[src/hw/rtl/assert_macros.svh]
`ifndef ASSERT_MACROS_SVH
`define ASSERT_MACROS_SVH

// Same-cycle implication, disabled during reset.
`define KFT_ASSERT_NOW(label, clk, rst_n, ante, cons) \
    label: assert property (@(posedge clk) disable iff (!rst_n) (ante) |-> (cons)) \
        else $error("kft: assertion violated");

// Next-cycle implication, disabled during reset.
`define KFT_ASSERT_NEXT(label, clk, rst_n, ante, cons) \
    label: assert property (@(posedge clk) disable iff (!rst_n) (ante) |=> (cons)) \
        else $error("kft: assertion violated");

`endif

[src/hw/rtl/kft_pkg.sv]
`default_nettype none

package kft_pkg;

    localparam int CAPACITY = 64;
    localparam int IDX_W    = $clog2(CAPACITY);
    localparam int CNT_W    = $clog2(CAPACITY + 1);
    localparam int KEY_W    = 128;
    localparam int FLAG_W   = 32;
    localparam int CFG_IDX_W = 2;

    localparam logic [FLAG_W-1:0] HIDE_MASK_RESET = 32'h0000_0001;
    localparam logic [FLAG_W-1:0] LOCK_MASK_RESET = 32'h0000_0002;

    typedef enum logic [2:0] {
        REQ_LOOKUP = 3'd0,
        REQ_ADD    = 3'd1,
        REQ_REMOVE = 3'd2,
        REQ_UPDATE = 3'd3,
        REQ_CLEAR  = 3'd4
    } t_req_code;

    typedef enum logic [CFG_IDX_W-1:0] {
        CFG_HIDE_MASK = 2'd0,
        CFG_LOCK_MASK = 2'd1
    } t_cfg_idx;

    typedef enum logic [2:0] {
        S_IDLE,
        S_SCAN,
        S_MOVE_RD,
        S_MOVE_WR,
        S_SUM
    } t_state;

    typedef struct packed {
        logic [2:0]  req_type;
        logic [63:0] key_high;
        logic [63:0] key_low;
        logic [31:0] flags_value;
        logic [31:0] test_mask;
    } t_req;

    typedef struct packed {
        logic        ok;
        logic [5:0]  found_index;
        logic [31:0] entry_flags;
        logic        flag_hit;
        logic [6:0]  entry_count;
        logic        any_hidden;
        logic        any_locked;
    } t_res;

    typedef struct packed {
        logic [FLAG_W-1:0] hide;
        logic [FLAG_W-1:0] lock;
    } t_masks;

    typedef struct packed {
        logic [IDX_W-1:0]  rd_addr;
        logic              key_we;
        logic              flag_we;
        logic [IDX_W-1:0]  wr_addr;
        logic [KEY_W-1:0]  wr_key;
        logic [FLAG_W-1:0] wr_flags;
    } t_mem_cmd;

    function automatic t_res make_res(
        input logic              ok,
        input logic [IDX_W-1:0]  slot,
        input logic [FLAG_W-1:0] flags,
        input logic              hit,
        input logic [CNT_W-1:0]  count,
        input logic              hidden,
        input logic              locked
    );
        t_res res;
        res.ok          = ok;
        res.found_index = 6'(slot);
        res.entry_flags = flags;
        res.flag_hit    = hit;
        res.entry_count = 7'(count);
        res.any_hidden  = hidden;
        res.any_locked  = locked;
        return res;
    endfunction

endpackage

`default_nettype wire

[src/hw/rtl/kft_ctrl.sv]
`default_nettype none

`include "assert_macros.svh"

module kft_ctrl (
    input  wire logic                      i_clk,
    input  wire logic                      i_rst_n,
    input  wire logic                      i_start,
    output logic                           o_busy,
    input  wire kft_pkg::t_req             i_req,
    input  wire kft_pkg::t_masks           i_masks,
    output kft_pkg::t_mem_cmd              o_cmd,
    input  wire logic [kft_pkg::KEY_W-1:0]  i_key_rd,
    input  wire logic [kft_pkg::FLAG_W-1:0] i_flag_rd,
    output logic                           o_done,
    output kft_pkg::t_res                  o_res
);

    import kft_pkg::*;

    t_state            r_state, n_state;
    t_req              r_req, n_req;
    logic [CNT_W-1:0]  r_count, n_count;
    logic              r_hidden, n_hidden;
    logic              r_locked, n_locked;
    logic [CNT_W-1:0]  r_rd_idx, n_rd_idx;
    logic              r_pend, n_pend;
    logic [IDX_W-1:0]  r_pend_idx, n_pend_idx;
    logic              r_ok, n_ok;
    logic [IDX_W-1:0]  r_slot, n_slot;
    logic [FLAG_W-1:0] r_flags, n_flags;
    logic              r_acc_h, n_acc_h;
    logic              r_acc_l, n_acc_l;
    logic              r_done, n_done;
    t_res              r_res, n_res;

    logic              key_hit;
    logic              acc_h;
    logic              acc_l;
    logic [IDX_W-1:0]  last_idx;

    assign key_hit  = r_pend && (i_key_rd == {r_req.key_high, r_req.key_low});
    assign acc_h    = r_acc_h | (r_pend && ((i_flag_rd & i_masks.hide) != '0));
    assign acc_l    = r_acc_l | (r_pend && ((i_flag_rd & i_masks.lock) != '0));
    assign last_idx = IDX_W'(r_count - 1'b1);

    always_ff @(posedge i_clk) begin
        if (!i_rst_n) begin
            r_state  <= S_IDLE;
            r_count  <= '0;
            r_hidden <= 1'b0;
            r_locked <= 1'b0;
            r_pend   <= 1'b0;
            r_done   <= 1'b0;
        end else begin
            r_state  <= n_state;
            r_count  <= n_count;
            r_hidden <= n_hidden;
            r_locked <= n_locked;
            r_pend   <= n_pend;
            r_done   <= n_done;
        end
    end

    always_ff @(posedge i_clk) begin
        r_req      <= n_req;
        r_rd_idx   <= n_rd_idx;
        r_pend_idx <= n_pend_idx;
        r_ok       <= n_ok;
        r_slot     <= n_slot;
        r_flags    <= n_flags;
        r_acc_h    <= n_acc_h;
        r_acc_l    <= n_acc_l;
        r_res      <= n_res;
    end

    always_comb begin
        n_state    = r_state;
        n_req      = r_req;
        n_count    = r_count;
        n_hidden   = r_hidden;
        n_locked   = r_locked;
        n_rd_idx   = r_rd_idx;
        n_pend     = r_pend;
        n_pend_idx = r_pend_idx;
        n_ok       = r_ok;
        n_slot     = r_slot;
        n_flags    = r_flags;
        n_acc_h    = r_acc_h;
        n_acc_l    = r_acc_l;
        n_done     = 1'b0;
        n_res      = r_res;

        o_cmd          = '0;
        o_cmd.rd_addr  = r_rd_idx[IDX_W-1:0];
        o_cmd.wr_key   = {r_req.key_high, r_req.key_low};
        o_cmd.wr_flags = r_req.flags_value;

        case (r_state)
            S_IDLE: begin
                if (i_start) begin
                    n_req    = i_req;
                    n_rd_idx = '0;
                    n_pend   = 1'b0;
                    n_ok     = 1'b0;
                    n_slot   = '0;
                    n_flags  = '0;
                    case (i_req.req_type)
                        REQ_LOOKUP, REQ_ADD, REQ_REMOVE, REQ_UPDATE: begin
                            n_state = S_SCAN;
                        end
                        REQ_CLEAR: begin
                            n_count  = '0;
                            n_hidden = 1'b0;
                            n_locked = 1'b0;
                            n_done   = 1'b1;
                            n_res    = make_res(1'b1, '0, '0, 1'b0, '0, 1'b0, 1'b0);
                        end
                        default: begin
                            n_done = 1'b1;
                            n_res  = make_res(1'b0, '0, '0, 1'b0, r_count,
                                              r_hidden, r_locked);
                        end
                    endcase
                end
            end

            S_SCAN: begin
                if (key_hit) begin
                    n_pend = 1'b0;
                    case (r_req.req_type)
                        REQ_LOOKUP: begin
                            n_state = S_IDLE;
                            n_done  = 1'b1;
                            n_res   = make_res(1'b1, r_pend_idx, i_flag_rd,
                                               (i_flag_rd & r_req.test_mask) != '0,
                                               r_count, r_hidden, r_locked);
                        end
                        REQ_ADD: begin
                            n_state = S_IDLE;
                            n_done  = 1'b1;
                            n_res   = make_res(1'b0, r_pend_idx, i_flag_rd, 1'b0,
                                               r_count, r_hidden, r_locked);
                        end
                        REQ_REMOVE: begin
                            n_ok    = 1'b1;
                            n_slot  = r_pend_idx;
                            n_flags = i_flag_rd;
                            n_count = r_count - 1'b1;
                            if (r_pend_idx != last_idx) begin
                                n_state = S_MOVE_RD;
                            end else begin
                                n_state  = S_SUM;
                                n_rd_idx = '0;
                                n_acc_h  = 1'b0;
                                n_acc_l  = 1'b0;
                            end
                        end
                        REQ_UPDATE: begin
                            o_cmd.flag_we = 1'b1;
                            o_cmd.wr_addr = r_pend_idx;
                            n_ok     = 1'b1;
                            n_slot   = r_pend_idx;
                            n_flags  = r_req.flags_value;
                            n_state  = S_SUM;
                            n_rd_idx = '0;
                            n_acc_h  = 1'b0;
                            n_acc_l  = 1'b0;
                        end
                        default: begin
                            n_state = S_IDLE;
                            n_done  = 1'b1;
                            n_res   = make_res(1'b0, '0, '0, 1'b0, r_count,
                                               r_hidden, r_locked);
                        end
                    endcase
                end else if (r_rd_idx < r_count) begin
                    n_pend     = 1'b1;
                    n_pend_idx = r_rd_idx[IDX_W-1:0];
                    n_rd_idx   = r_rd_idx + 1'b1;
                end else begin
                    n_pend = 1'b0;
                    case (r_req.req_type)
                        REQ_ADD: begin
                            if (r_count < CNT_W'(CAPACITY)) begin
                                o_cmd.key_we  = 1'b1;
                                o_cmd.flag_we = 1'b1;
                                o_cmd.wr_addr = r_count[IDX_W-1:0];
                                n_count  = r_count + 1'b1;
                                n_ok     = 1'b1;
                                n_slot   = r_count[IDX_W-1:0];
                                n_flags  = r_req.flags_value;
                                n_state  = S_SUM;
                                n_rd_idx = '0;
                                n_acc_h  = 1'b0;
                                n_acc_l  = 1'b0;
                            end else begin
                                n_state = S_IDLE;
                                n_done  = 1'b1;
                                n_res   = make_res(1'b0, '0, '0, 1'b0, r_count,
                                                   r_hidden, r_locked);
                            end
                        end
                        REQ_REMOVE, REQ_UPDATE: begin
                            n_state  = S_SUM;
                            n_rd_idx = '0;
                            n_acc_h  = 1'b0;
                            n_acc_l  = 1'b0;
                        end
                        default: begin
                            n_state = S_IDLE;
                            n_done  = 1'b1;
                            n_res   = make_res(1'b0, '0, '0, 1'b0, r_count,
                                               r_hidden, r_locked);
                        end
                    endcase
                end
            end

            S_MOVE_RD: begin
                // count already holds the index of the last entry
                o_cmd.rd_addr = r_count[IDX_W-1:0];
                n_state       = S_MOVE_WR;
            end

            S_MOVE_WR: begin
                o_cmd.key_we   = 1'b1;
                o_cmd.flag_we  = 1'b1;
                o_cmd.wr_addr  = r_slot;
                o_cmd.wr_key   = i_key_rd;
                o_cmd.wr_flags = i_flag_rd;
                n_state  = S_SUM;
                n_rd_idx = '0;
                n_pend   = 1'b0;
                n_acc_h  = 1'b0;
                n_acc_l  = 1'b0;
            end

            S_SUM: begin
                n_acc_h = acc_h;
                n_acc_l = acc_l;
                n_pend  = 1'b0;
                if (r_rd_idx < r_count) begin
                    n_pend   = 1'b1;
                    n_rd_idx = r_rd_idx + 1'b1;
                end else begin
                    n_hidden = acc_h;
                    n_locked = acc_l;
                    n_state  = S_IDLE;
                    n_done   = 1'b1;
                    n_res    = make_res(r_ok, r_slot, r_flags, 1'b0, r_count,
                                        acc_h, acc_l);
                end
            end

            default: begin
                n_state = S_IDLE;
            end
        endcase
    end

    assign o_busy = (r_state != S_IDLE);
    assign o_done = r_done;
    assign o_res  = r_res;

    `KFT_ASSERT_NOW(a_done_in_idle, i_clk, i_rst_n, r_done, r_state == S_IDLE)
    `KFT_ASSERT_NOW(a_count_bound, i_clk, i_rst_n, 1'b1, r_count <= CNT_W'(CAPACITY))
    `KFT_ASSERT_NEXT(a_start_acts, i_clk, i_rst_n, i_start && !o_busy, o_busy || o_done)
    `KFT_ASSERT_NOW(a_key_write_src, i_clk, i_rst_n, o_cmd.key_we,
                    r_state == S_MOVE_WR || r_req.req_type == REQ_ADD)

endmodule

`default_nettype wire

[config.mk]
export PLATFORM = sky130hd
export DESIGN_NAME = kft_ctrl
export DESIGN_NICKNAME = d
export VERILOG_FILES = /design/src/hw/rtl/kft_pkg.sv /design/src/hw/rtl/kft_ctrl.sv
export VERILOG_INCLUDE_DIRS = /design/src /design/src/hw/rtl
export SDC_FILE = /design/constraint.sdc
export NUM_CORES = 1
export LEC_CHECK = 0
export BUFFER_PORTS_ARGS = -buffer_cell sky130_fd_sc_hd__buf_2
export CORE_AREA = 5 5 247 249
export DETAILED_ROUTE_END_ITERATION = 6
export DIE_AREA = 0 0 252 254
export MAX_ROUTING_LAYER = met4
export PLACE_DENSITY = 0.62
export SETUP_SLACK_MARGIN = 0.05
export SLEW_MARGIN = 20
export SYNTH_ARGS = -nofsm -noshare
export SYNTH_HDL_FRONTEND = slang
export SYNTH_SLANG_ARGS = --single-unit
export TNS_END_PERCENT = 20
[constraint.sdc]
create_clock -name i_clk -period 8.4 [get_ports i_clk]
set_input_delay 0.84 -clock i_clk [delete_from_list [all_inputs] [get_ports i_clk]]
set_output_delay 0.84 -clock i_clk [all_outputs]
set_load 0.01 [all_outputs]
==> reports/metrics.cfg, run 1 <==
[global_routing]
track_usage=0.212
grt_start_max_net_pins=95
antenna_found_initial=16
grt_pass1_wl_um=98400
grt_pass1_vias=14300
grt_overflow=0

[clocking]
cts_buffers=38
cts_setup_buffers=0
ctsHoldBuffers=0
cts_sinks=312
clk_latency_ns=0.55
cts.path.max_buffers=3
clk_pin_slew_ns=0.06
htreeDepth=2
cts_tree=yes
clockRootBuffer=clkbuf_16
postCtsResizedCells=0

[timing]
fin_tns_setup_ns=0
worstMarginPinSlew_ns=1.05
hold_viol_final=0
fin_worst_skew_ns=0.0137
fin_crit_sh=0.635
fmax_mhz=188
grt_setup_unrepaired=no
period_needed_ns=5.33
setup_ws_ns=3.07
setup_violations=0
maxSlewViolCount=0
slew_headroom=0.303

[yosys]
syn_inst=1512
synth-seq-cells=312
synth_warnings=0
synth_top_area_frac=0.563
yosysSeqAreaShare=0.581
ys_types=63
synthArstFlopShare=0
synth_nets=1943
synth_area_leaders=edfxtp_1 (56%), nand2_1 (11%), a22o_1 (2.8%), xor2_1 (2.7%), xnor2_1 (2.6%)
synth_area_per_cell_um2=10.5
synthesis.area_um2=15900
synth_edf_count=298
synth-main-ff-cell=edfxtp_1
yosysTopAreaCell=edfxtp_1

[critical_path]
crit_family=simple AND/OR/NAND/NOR gates
r2r_slack_ns=3.92
end_kind=primary output
cp.required_ns=7.56
crit_type=flip-flop to primary output
worst-path-max-fanout=9
cpMaxStageDelayCell=nor4_1
r2r_cells=9
path_buf_inv=1
max_stage_delay_ns=0.78
worstSetupStartpointType=flip-flop
cp.depth=9
worstPathCellList=nand4_1 -> nor4_1 -> nand4_1 -> nor4_1 -> nand2_1 -> nor2_1 -> a22oi_1 -> o21ai_0 -> buf_2
arrival_ns=4.49

[power]
ir_drop_mv=0.159
total_leakage_power_uw=0.00909
power_density_nw_per_um2=197
p_comb_frac=0.134
intPower_uw=3100
clockPowerShare=0.415
seq_power_share=0.451
p_switching_uw=1090
swShare=0.260

[placement]
dp_hpwl_um=55500
place_ws_ns=3.29
io_buffers=646
place_congestion=0.941
placed_area_um2=20000

[drt]
drc=0
avgViaCountPerCell=4.94
first_pass_iters=5
drt_iter0_drc=1128
antenna_left=0
vias=14600
wl_um=70300
post_drt_wl_per_cell_um=23.8

[die]
die-area_um2=64000
die_h_um=254
num_rows=89
die_w_um=252
ios=647
start_util=0.272
core_area_um2=58500

[final_layout]
final_cell_area_um2=21300
nNetsFinal=2576
synthToLayoutAreaGrowth_pct=34.0
drive_above_1_share=0.338

[job]
drv_cap=0

[hold_path]
hold_depth=1
worstHoldPathType=primary input to flip-flop

[status]
status=finished, final reports clean

[logic make-up after synthesis]
group / after synthesis / synth area share
AOI/OAI and AO/OA: 216 / 0.101
xor gates and xnor gates: 97 / 0.0535
adders and majority gates: 9 / 0.00709
buffers and inverters: 100 / 0.0246
DFF: 312 / 0.581
muxes: 42 / 0.0270
and+or+nand+nor: 736 / 0.206
[area by class of cell]
cell class | count | area [um^2]
fillers | 5893 | 37200
clock buffers | 45 | 977
diodes | 11 | 27.5
well taps | 773 | 967
repair buffers | 659 | 3330
multi-input cells | 1100 | 6310
clock inverters | 25 | 323
flip-flops and latches | 312 | 9230
inverters | 34 | 128
[cell usage in the layout, fill, tap and decap left out, types with 38 or more instances in the layout]
master	n
a22o_1	51
buf_2	646
clkbuf_16	38
edfxtp_1	298
nand2_1	471
nor2_1	72
nor2b_1	44
o21ai_0	41
xnor2_1	48
xor2_1	49
[path summary, 6_finish.rpt]
path	from	end
setup reg to reg	r_pend$_SDFFE_PN0P_	o_res[40]$_DFFE_PP_
hold reg to reg	r_count[6]$_SDFFE_PN0P_	r_count[6]$_SDFFE_PN0P_
hold / removal	i_req[126]	r_req[126]$_DFFE_PP_
setup / recovery	r_pend$_SDFFE_PN0P_	o_cmd[164]
[flip-flops by register name, indices dropped and copies added, names as in the netlist, 3 cells and up]
name / count
o_res: 49
r_count: 7
r_flags: 32
r_pend_idx: 6
r_rd_idx: 7
r_req: 195
r_slot: 6
r_state: 3
[cells in the mapped netlist (15+ instances only)]
master / n
edfxtp_1: 298
a22o_1: 51
nor2_1: 72
nor3_1: 15
a22oi_1: 30
mux2i_1: 35
o21ai_0: 41
nor4_1: 20
nand2b_1: 28
nand3_1: 15
xor2_1: 49
inv_1: 34
clkbuf_1: 56
xnor2_1: 48
nor2b_1: 44
nand4_1: 37
nand2_1: 472
[per-stage QoR]
stage	cells	power, uW	hold WS, ns	util
2_1_floorplan	1512	2160	0.465	-
3_3_place_gp	2878	2480	0.490	0.342
3_5_place_dp	2878	2490	0.510	0.342
4_1_cts	2948	4240	0.417	0.364
5_1_grt	2958	4350	0.427	0.364
6_report	2959	4190	0.455	0.364
[power groups by stage]
stage | Clock (uW) | Sequential [uW] | Combinational [uW]
floorplan | 0 | 1920 | 236
global placement | 0 | 1920 | 558
detailed placement | 0 | 1920 | 563
CTS | 1780 | 1890 | 566
global route | 1840 | 1900 | 604
finish | 1740 | 1890 | 561
[layer usage]
layer	routed length, um	share of wire	track usage	vias up
met5	0	0	-	-
met4	1420	0.020	0.0453	0
met3	5850	0.083	0.0453	103
met2	35000	0.50	0.360	753
met1	28000	0.40	0.264	7042
li1	-	-	-	6717
No activity file was read; power rests on OpenSTA's default activity.
==> inputs of run 2 (changes only) <==
Clock period 8.4 ns to 4.8 ns, I/O delays scaled along.
==> run 2 against run 1 <==
Compared with the run above: clock power increased by 62%; final cell count increased by 0.44%; combinational power increased by 78%; flip-flop and latch count unchanged; total power increased by 70%; sequential share of layout area decreased by 0.13 points; cell area increased by 0.31%; via count decreased by 0.29%; non-clock buffer count increased by 9; utilization increased by 0.11 points; largest power group unchanged.
==> reports/metrics.cfg, run 2 (synthesized netlist as in run 1, its figures left out) <==
[status]
status=finished, final reports clean

[die]
die_h_um=254  ; unchanged
die-area_um2=64000  ; unchanged
ios=647  ; unchanged
core_area_um2=58500  ; unchanged
start_util=0.272  ; unchanged
num_rows=89  ; unchanged
die_w_um=252  ; unchanged

[drt]
first_pass_iters=5  ; unchanged
vias=14600  ; -0.29%
drc=0  ; unchanged
drt_iter0_drc=1198  ; +6.2%
avgViaCountPerCell=4.90  ; -0.73%
post_drt_wl_per_cell_um=24.0  ; +1.1%
wl_met1_um=28800  ; +3.0%
top_layer=met4
wl_met2_um=35300  ; +0.77%
route.met3.wl_um=5720  ; -2.2%
wl_um=71400  ; +1.6%
antenna_left=0  ; unchanged

[hold_path]
hp-start=i_req[12]
worstHoldPathType=primary input to flip-flop
hold_end=r_req[12]$_DFFE_PP_
hold_depth=1  ; unchanged

[critical_path]
crit_type=flip-flop to primary output
worstReg2RegEnd=o_res[39]$_DFFE_PP_
worstSetupStartpoint=r_req[187]$_DFFE_PP_
cp.required_ns=4.32  ; -3.24 ns
worstSetupStartpointType=flip-flop
r2r_slack_ns=0.86  ; -3.06 ns
worstPathCellList=inv_1 -> o22ai_1 -> nor4_1 -> buf_4 -> nand4_1 -> nor2_1 -> nand2_1 -> nor2_1 -> a22oi_1 -> o21ai_0 -> buf_2
end_kind=primary output
cpMostUsedCell=nor2_1
worst-path-max-fanout=9  ; unchanged
timing.rr.start=r_req[187]$_DFFE_PP_
r2r_cells=11  ; +2
cpMaxStageDelayCell=nor4_1
arrival_ns=3.95  ; -0.54 ns
max_stage_delay_ns=0.58  ; -0.20 ns

[global_routing]
grt_pass1_vias=14600  ; +1.9%
grt_overflow=0  ; unchanged
track_usage=0.218  ; +0.00546
grt_pass1_wl_um=101000  ; +2.8%
grt_start_max_net_pins=73  ; -23%
antenna_found_initial=17  ; +1

[timing]
setup_violations=0  ; unchanged
slew_headroom=0.321  ; +0.0183
grt_setup_unrepaired=no
fmax_mhz=226
hold_viol_final=0  ; unchanged
fin_worst_skew_ns=0.0320  ; +0.0184 ns
worstMarginPinSlew_ns=1.02  ; -0.0275 ns
fin_tns_setup_ns=0  ; unchanged
maxSlewViolCount=0  ; unchanged
fin_crit_sh=0.924
period_needed_ns=4.43

[power]
power_density_nw_per_um2=334  ; +70%
p_comb_frac=0.140  ; +0.006
ir_drop_mv=0.290  ; +83%
swShare=0.275  ; +0.0151
clockPowerShare=0.395  ; -0.020
p_switching_uw=1960  ; +80%
intPower_uw=5170  ; +67%
seq_power_share=0.465  ; +0.014
total_leakage_power_uw=0.00912  ; +0.33%

[final_layout]
synthToLayoutAreaGrowth_pct=34.4
drive_above_1_share=0.341  ; +0.00287
layout_common_cells=buf_2 (646), nand2_1 (471), edfxtp_1 (298)
final_common_cell=buf_2
nNetsFinal=2587  ; +0.43%
largest_reg_flops=195  ; unchanged
postLayoutCoreUtil=0.365  ; +0.00113
largest-register=r_req
stdcell_count=2972  ; +0.44%

[job]
drv_cap=0  ; unchanged

[clocking]
clk_pin_slew_ns=0.06  ; about the same
cts_tree=yes
cts_sinks=312  ; unchanged
htreeDepth=2  ; unchanged
cts_setup_buffers=0  ; unchanged
clockRootBuffer=clkbuf_16
cts_buffers=40  ; +5.3%
clk_latency_ns=0.57  ; +0.02 ns
cts.path.max_buffers=3  ; unchanged

[placement]
io_buffers=646  ; unchanged
dp_hpwl_um=56700  ; +2.2%
dp_cells=2887  ; +0.31%
place_congestion=0.988  ; +5.0%

[run 2: changes by cell type in the layout (fill, tap and decap cells not counted), moves of 2 or more]
| cell | change |
|---|---|
| bufinv_16 | -7 |
| buf_4 | +5 |
| buf_12 | +4 |
| clkbuf_16 | +3 |
| clkinv_1 | +3 |
| clkinv_2 | +3 |
| clkinvlp_4 | +2 |
| diode_2 | +2 |
| inv_6 | -2 |
[run 2: through the flow]
stage / total power, uW / area, um^2 / hold WS, ns / worst slack [ns]
after global placement: 4350 / 20100 / 0.487 / 0.562
after floorplan: 3780 / 15900 / 0.465 / -0.848
after global routing: 7400 / 21400 / 0.0552 / 0.0538
after detailed placement: 4370 / 20100 / 0.494 / 0.529
final: 7130 / 21400 / 0.0815 / 0.367
after CTS: 7200 / 21300 / 0.0466 / 0.184
[run 2: power groups by stage]
stage	clock (uW)	sequential [uW]	combinational (uW)
after floorplan	0	3360	416
after global placement	0	3360	993
after detailed placement	0	3360	1000
after CTS	2880	3310	1010
after global routing	2990	3330	1080
final	2820	3310	1000
[run 2: critical path: cells and delay by family (launching register included)]
kind                   cells  cell delay (ns)
DFF                        1             0.39
AOI/OAI and AO/OA          3             0.47
buffers and inverters      3             0.56
and+or+nand+nor            5             1.97
[run 2: area by class of cell]
cell class,count,area (um^2)
timing repair buffer,668,3450
clock inverter,25,169
inverter,34,128
antenna,13,32.5
tap,773,967
multi-input combinational,1100,6340
clock buffer,47,1050
fill,5921,37100
sequential,312,9230
[run 2: how the worst max path moves through the flow]
| stage | slack, ns | to |
|---|---|---|
| 2_1_floorplan | -0.85 | r_req[0]$_DFFE_PP_ |
| 3_3_place_gp | 0.56 | o_res[23]$_DFFE_PP_ |
| 6_report | 0.37 | o_cmd[160] |
| 3_5_place_dp | 0.53 | o_res[24]$_DFFE_PP_ |
| 4_1_cts | 0.18 | o_cmd[162] |
| 5_1_grt | 0.05 | o_cmd[162] |
[run 2: repair_timing]
action | CTS | global route
resized for setup | 0 | 1
endpoints found under the setup margin | 0 | 5
hold buffers | 0 | 0
[run 2: per-layer routing]
metal / up-vias / track usage
met5: - / -
met4: 0 / 0.0464
met3: 90 / 0.0492
met2: 769 / 0.362
met1: 6977 / 0.274
li1: 6736 / -
==> inputs of run 3 (changes only) <==
Settings changed: CELL_PAD_IN_SITES_DETAIL_PLACEMENT from default to 0, CELL_PAD_IN_SITES_GLOBAL_PLACEMENT from default to 1, CORE_AREA 5 5 247 249 to 5 5 246 248, DIE_AREA 0 0 252 254 to 0 0 251 253, PLACE_DENSITY 0.62 to 0.76.
==> run 3 against run 2 <==
Compared with the run above: largest power group unchanged; combinational power is essentially flat; clock skew shrank 0.016 ns; wire length grew 0.33%; first-iteration DRC count shrank 8.9%; worst setup slack gained 0.0042 ns; utilization grew 0.062 points.
==> reports/metrics.cfg, run 3 (synthesized netlist as in run 1, its figures left out) <==
[placement]
place_ws_ns=0.682  ; +0.152 ns
dp_hpwl_um=56400  ; -0.52%
placed_area_um2=20100  ; about the same
place_congestion=0.954  ; -3.5%
dp_cells=2886  ; -0.035%
io_buffers=646  ; unchanged

[final_layout]
final_cell_area_um2=21300  ; -0.21%
postLayoutCoreUtil=0.366  ; +0.000624
layout_common_cells=buf_2 (646), nand2_1 (471), edfxtp_1 (298)
stdcell_count=2971  ; -0.034%
drive_above_1_share=0.340  ; -0.000750
final_common_cell=buf_2
nNetsFinal=2584  ; -0.12%
largest-register=r_req
synthToLayoutAreaGrowth_pct=34.1
largest_reg_flops=195  ; unchanged

[global_routing]
antenna_found_initial=19  ; +2
grt_pass1_wl_um=101000  ; about the same
grt_start_max_net_pins=101  ; +38%
grt_overflow=0  ; unchanged
grt_pass1_vias=14800  ; +1.1%
track_usage=0.219  ; +0.00112

[drt]
first_pass_iters=7  ; +2
wl_um=71600  ; +0.33%
drc=0  ; unchanged
antenna_left=0  ; unchanged
wl_met2_um=35000  ; -0.83%
vias=14600  ; +0.45%
wl_met1_um=29000  ; +0.75%
top_layer=met4
avgViaCountPerCell=4.93  ; +0.49%
route.met3.wl_um=5920  ; +3.5%
drt_iter0_drc=1091  ; -8.9%
post_drt_wl_per_cell_um=24.1  ; +0.36%

[timing]
worstMarginPinSlew_ns=1.01  ; -0.00896 ns
fin_worst_skew_ns=0.0161  ; -0.0159 ns
period_needed_ns=4.43  ; -0.00419 ns
setup_violations=0  ; unchanged
grt_setup_unrepaired=no
setup_ws_ns=0.371  ; +0.00419 ns
maxSlewViolCount=0  ; unchanged
fmax_mhz=226  ; about the same
fin_crit_sh=0.923  ; about the same
hold_viol_final=0  ; unchanged
slew_headroom=0.325  ; +0.00451

[hold_path]
hold_depth=1  ; unchanged
hold_end=r_req[166]$_DFFE_PP_
hp-start=i_req[166]
worstHoldPathType=primary input to flip-flop

[critical_path]
crit_family=simple AND/OR/NAND/NOR gates
worst-path-max-fanout=9  ; unchanged
r2r_slack_ns=0.97  ; +0.11 ns
r2r_cells=10  ; -1
worstSetupStartpointType=flip-flop
worstPathCellList=nor2b_1 -> a2111o_1 -> nor4_1 -> nand4_1 -> nor2_1 -> nand2_1 -> nor2_1 -> a22oi_1 -> o21ai_0 -> buf_2
timing.rr.start=r_count[3]$_SDFFE_PN0P_
end_kind=primary output
arrival_ns=3.95  ; about the same
crit_type=flip-flop to primary output
worstReg2RegEnd=r_flags[3]$_SDFFCE_PN0P_
cp.required_ns=4.32  ; about the same
cpMostUsedCell=nor2_1
cpMaxStageDelayCell=nor2_1
max_stage_delay_ns=0.46  ; -0.12 ns
path_buf_inv=1  ; -2
cp.depth=10  ; -1

[clocking]
clk_pin_slew_ns=0.06  ; about the same
cts_tree=yes
htreeDepth=2  ; unchanged
cts.path.max_buffers=3  ; unchanged
cts_sinks=312  ; unchanged
cts_setup_buffers=0  ; unchanged
postCtsResizedCells=0  ; unchanged
clk_latency_ns=0.55  ; -0.02 ns
ctsHoldBuffers=0  ; unchanged
clockRootBuffer=clkbuf_16
cts_buffers=38  ; -5.0%

[die]
core_area_um2=58200  ; -0.38%
die-area_um2=63500  ; -0.79%
die_h_um=253  ; -0.39%
num_rows=89  ; unchanged
start_util=0.273  ; +0.00104
ios=647  ; unchanged
die_w_um=251  ; -0.40%

[power]
p_switching_uw=1890  ; -3.4%
power_uw=7060  ; -0.98%
intPower_uw=5160  ; about the same
ir_drop_mv=0.361  ; +25%
p_comb_frac=0.142  ; +0.002
swShare=0.268  ; -0.00675
total_leakage_power_uw=0.00909  ; -0.31%
seq_power_share=0.469  ; +0.004
power_density_nw_per_um2=331  ; -0.77%
clockPowerShare=0.389  ; -0.006

[job]
drv_cap=0  ; unchanged

[status]
status=finished, final reports clean

-- run 3: cell count changes in the layout (fill, tap and decap cells not counted), moves of 2 or more --
| cell | change |
|---|---|
| diode_2 | +3 |
| clkbuf_8 | +2 |
| clkbuf_16 | -2 |
| buf_4 | -2 |
-- run 3: layout make-up --
cell class              count  area [um^2]
fillers                  5902        36900
flip-flops and latches    312         9230
multi-input cells        1100         6340
repair buffers            667         3450
clock buffers              48         1030
well taps                 773          967
clock inverters            21          130
inverters                  34          128
diodes                     16         40.0
-- run 3: per-stage QoR --
step	TNS (ns)	hold WS, ns
detailed placement	0	0.504
CTS	0	0.0627
finish	0	0.104
global placement	0	0.489
global route	0	0.0755
floorplan	-165.27	0.465
-- run 3: power groups by stage --
stage | logic (uW) | registers, uW | clock network [uW]
4_1_cts | 1010 | 3310 | 2820
6_report | 1000 | 3310 | 2740
3_5_place_dp | 1010 | 3360 | 0
5_1_grt | 1080 | 3330 | 2920
2_1_floorplan | 416 | 3360 | 0
3_3_place_gp | 998 | 3360 | 0
-- run 3: worst max path at each step --
stage	from	to
after floorplan	r_state[1]$_SDFFE_PN0P_	r_req[0]$_DFFE_PP_
after global placement	i_key_rd[127]	o_cmd[163]
after detailed placement	i_key_rd[127]	o_cmd[160]
after CTS	r_pend$_SDFFE_PN0P_	o_cmd[160]
after global routing	r_req[85]$_DFFE_PP_	o_cmd[161]
final	r_req[113]$_DFFE_PP_	o_cmd[160]
-- run 3: layer usage --
layer / vias up / track usage
li1: 6737 / -
met1: 7079 / 0.271
met2: 718 / 0.365
met3: 104 / 0.0525
met4: 0 / 0.0527
met5: - / -
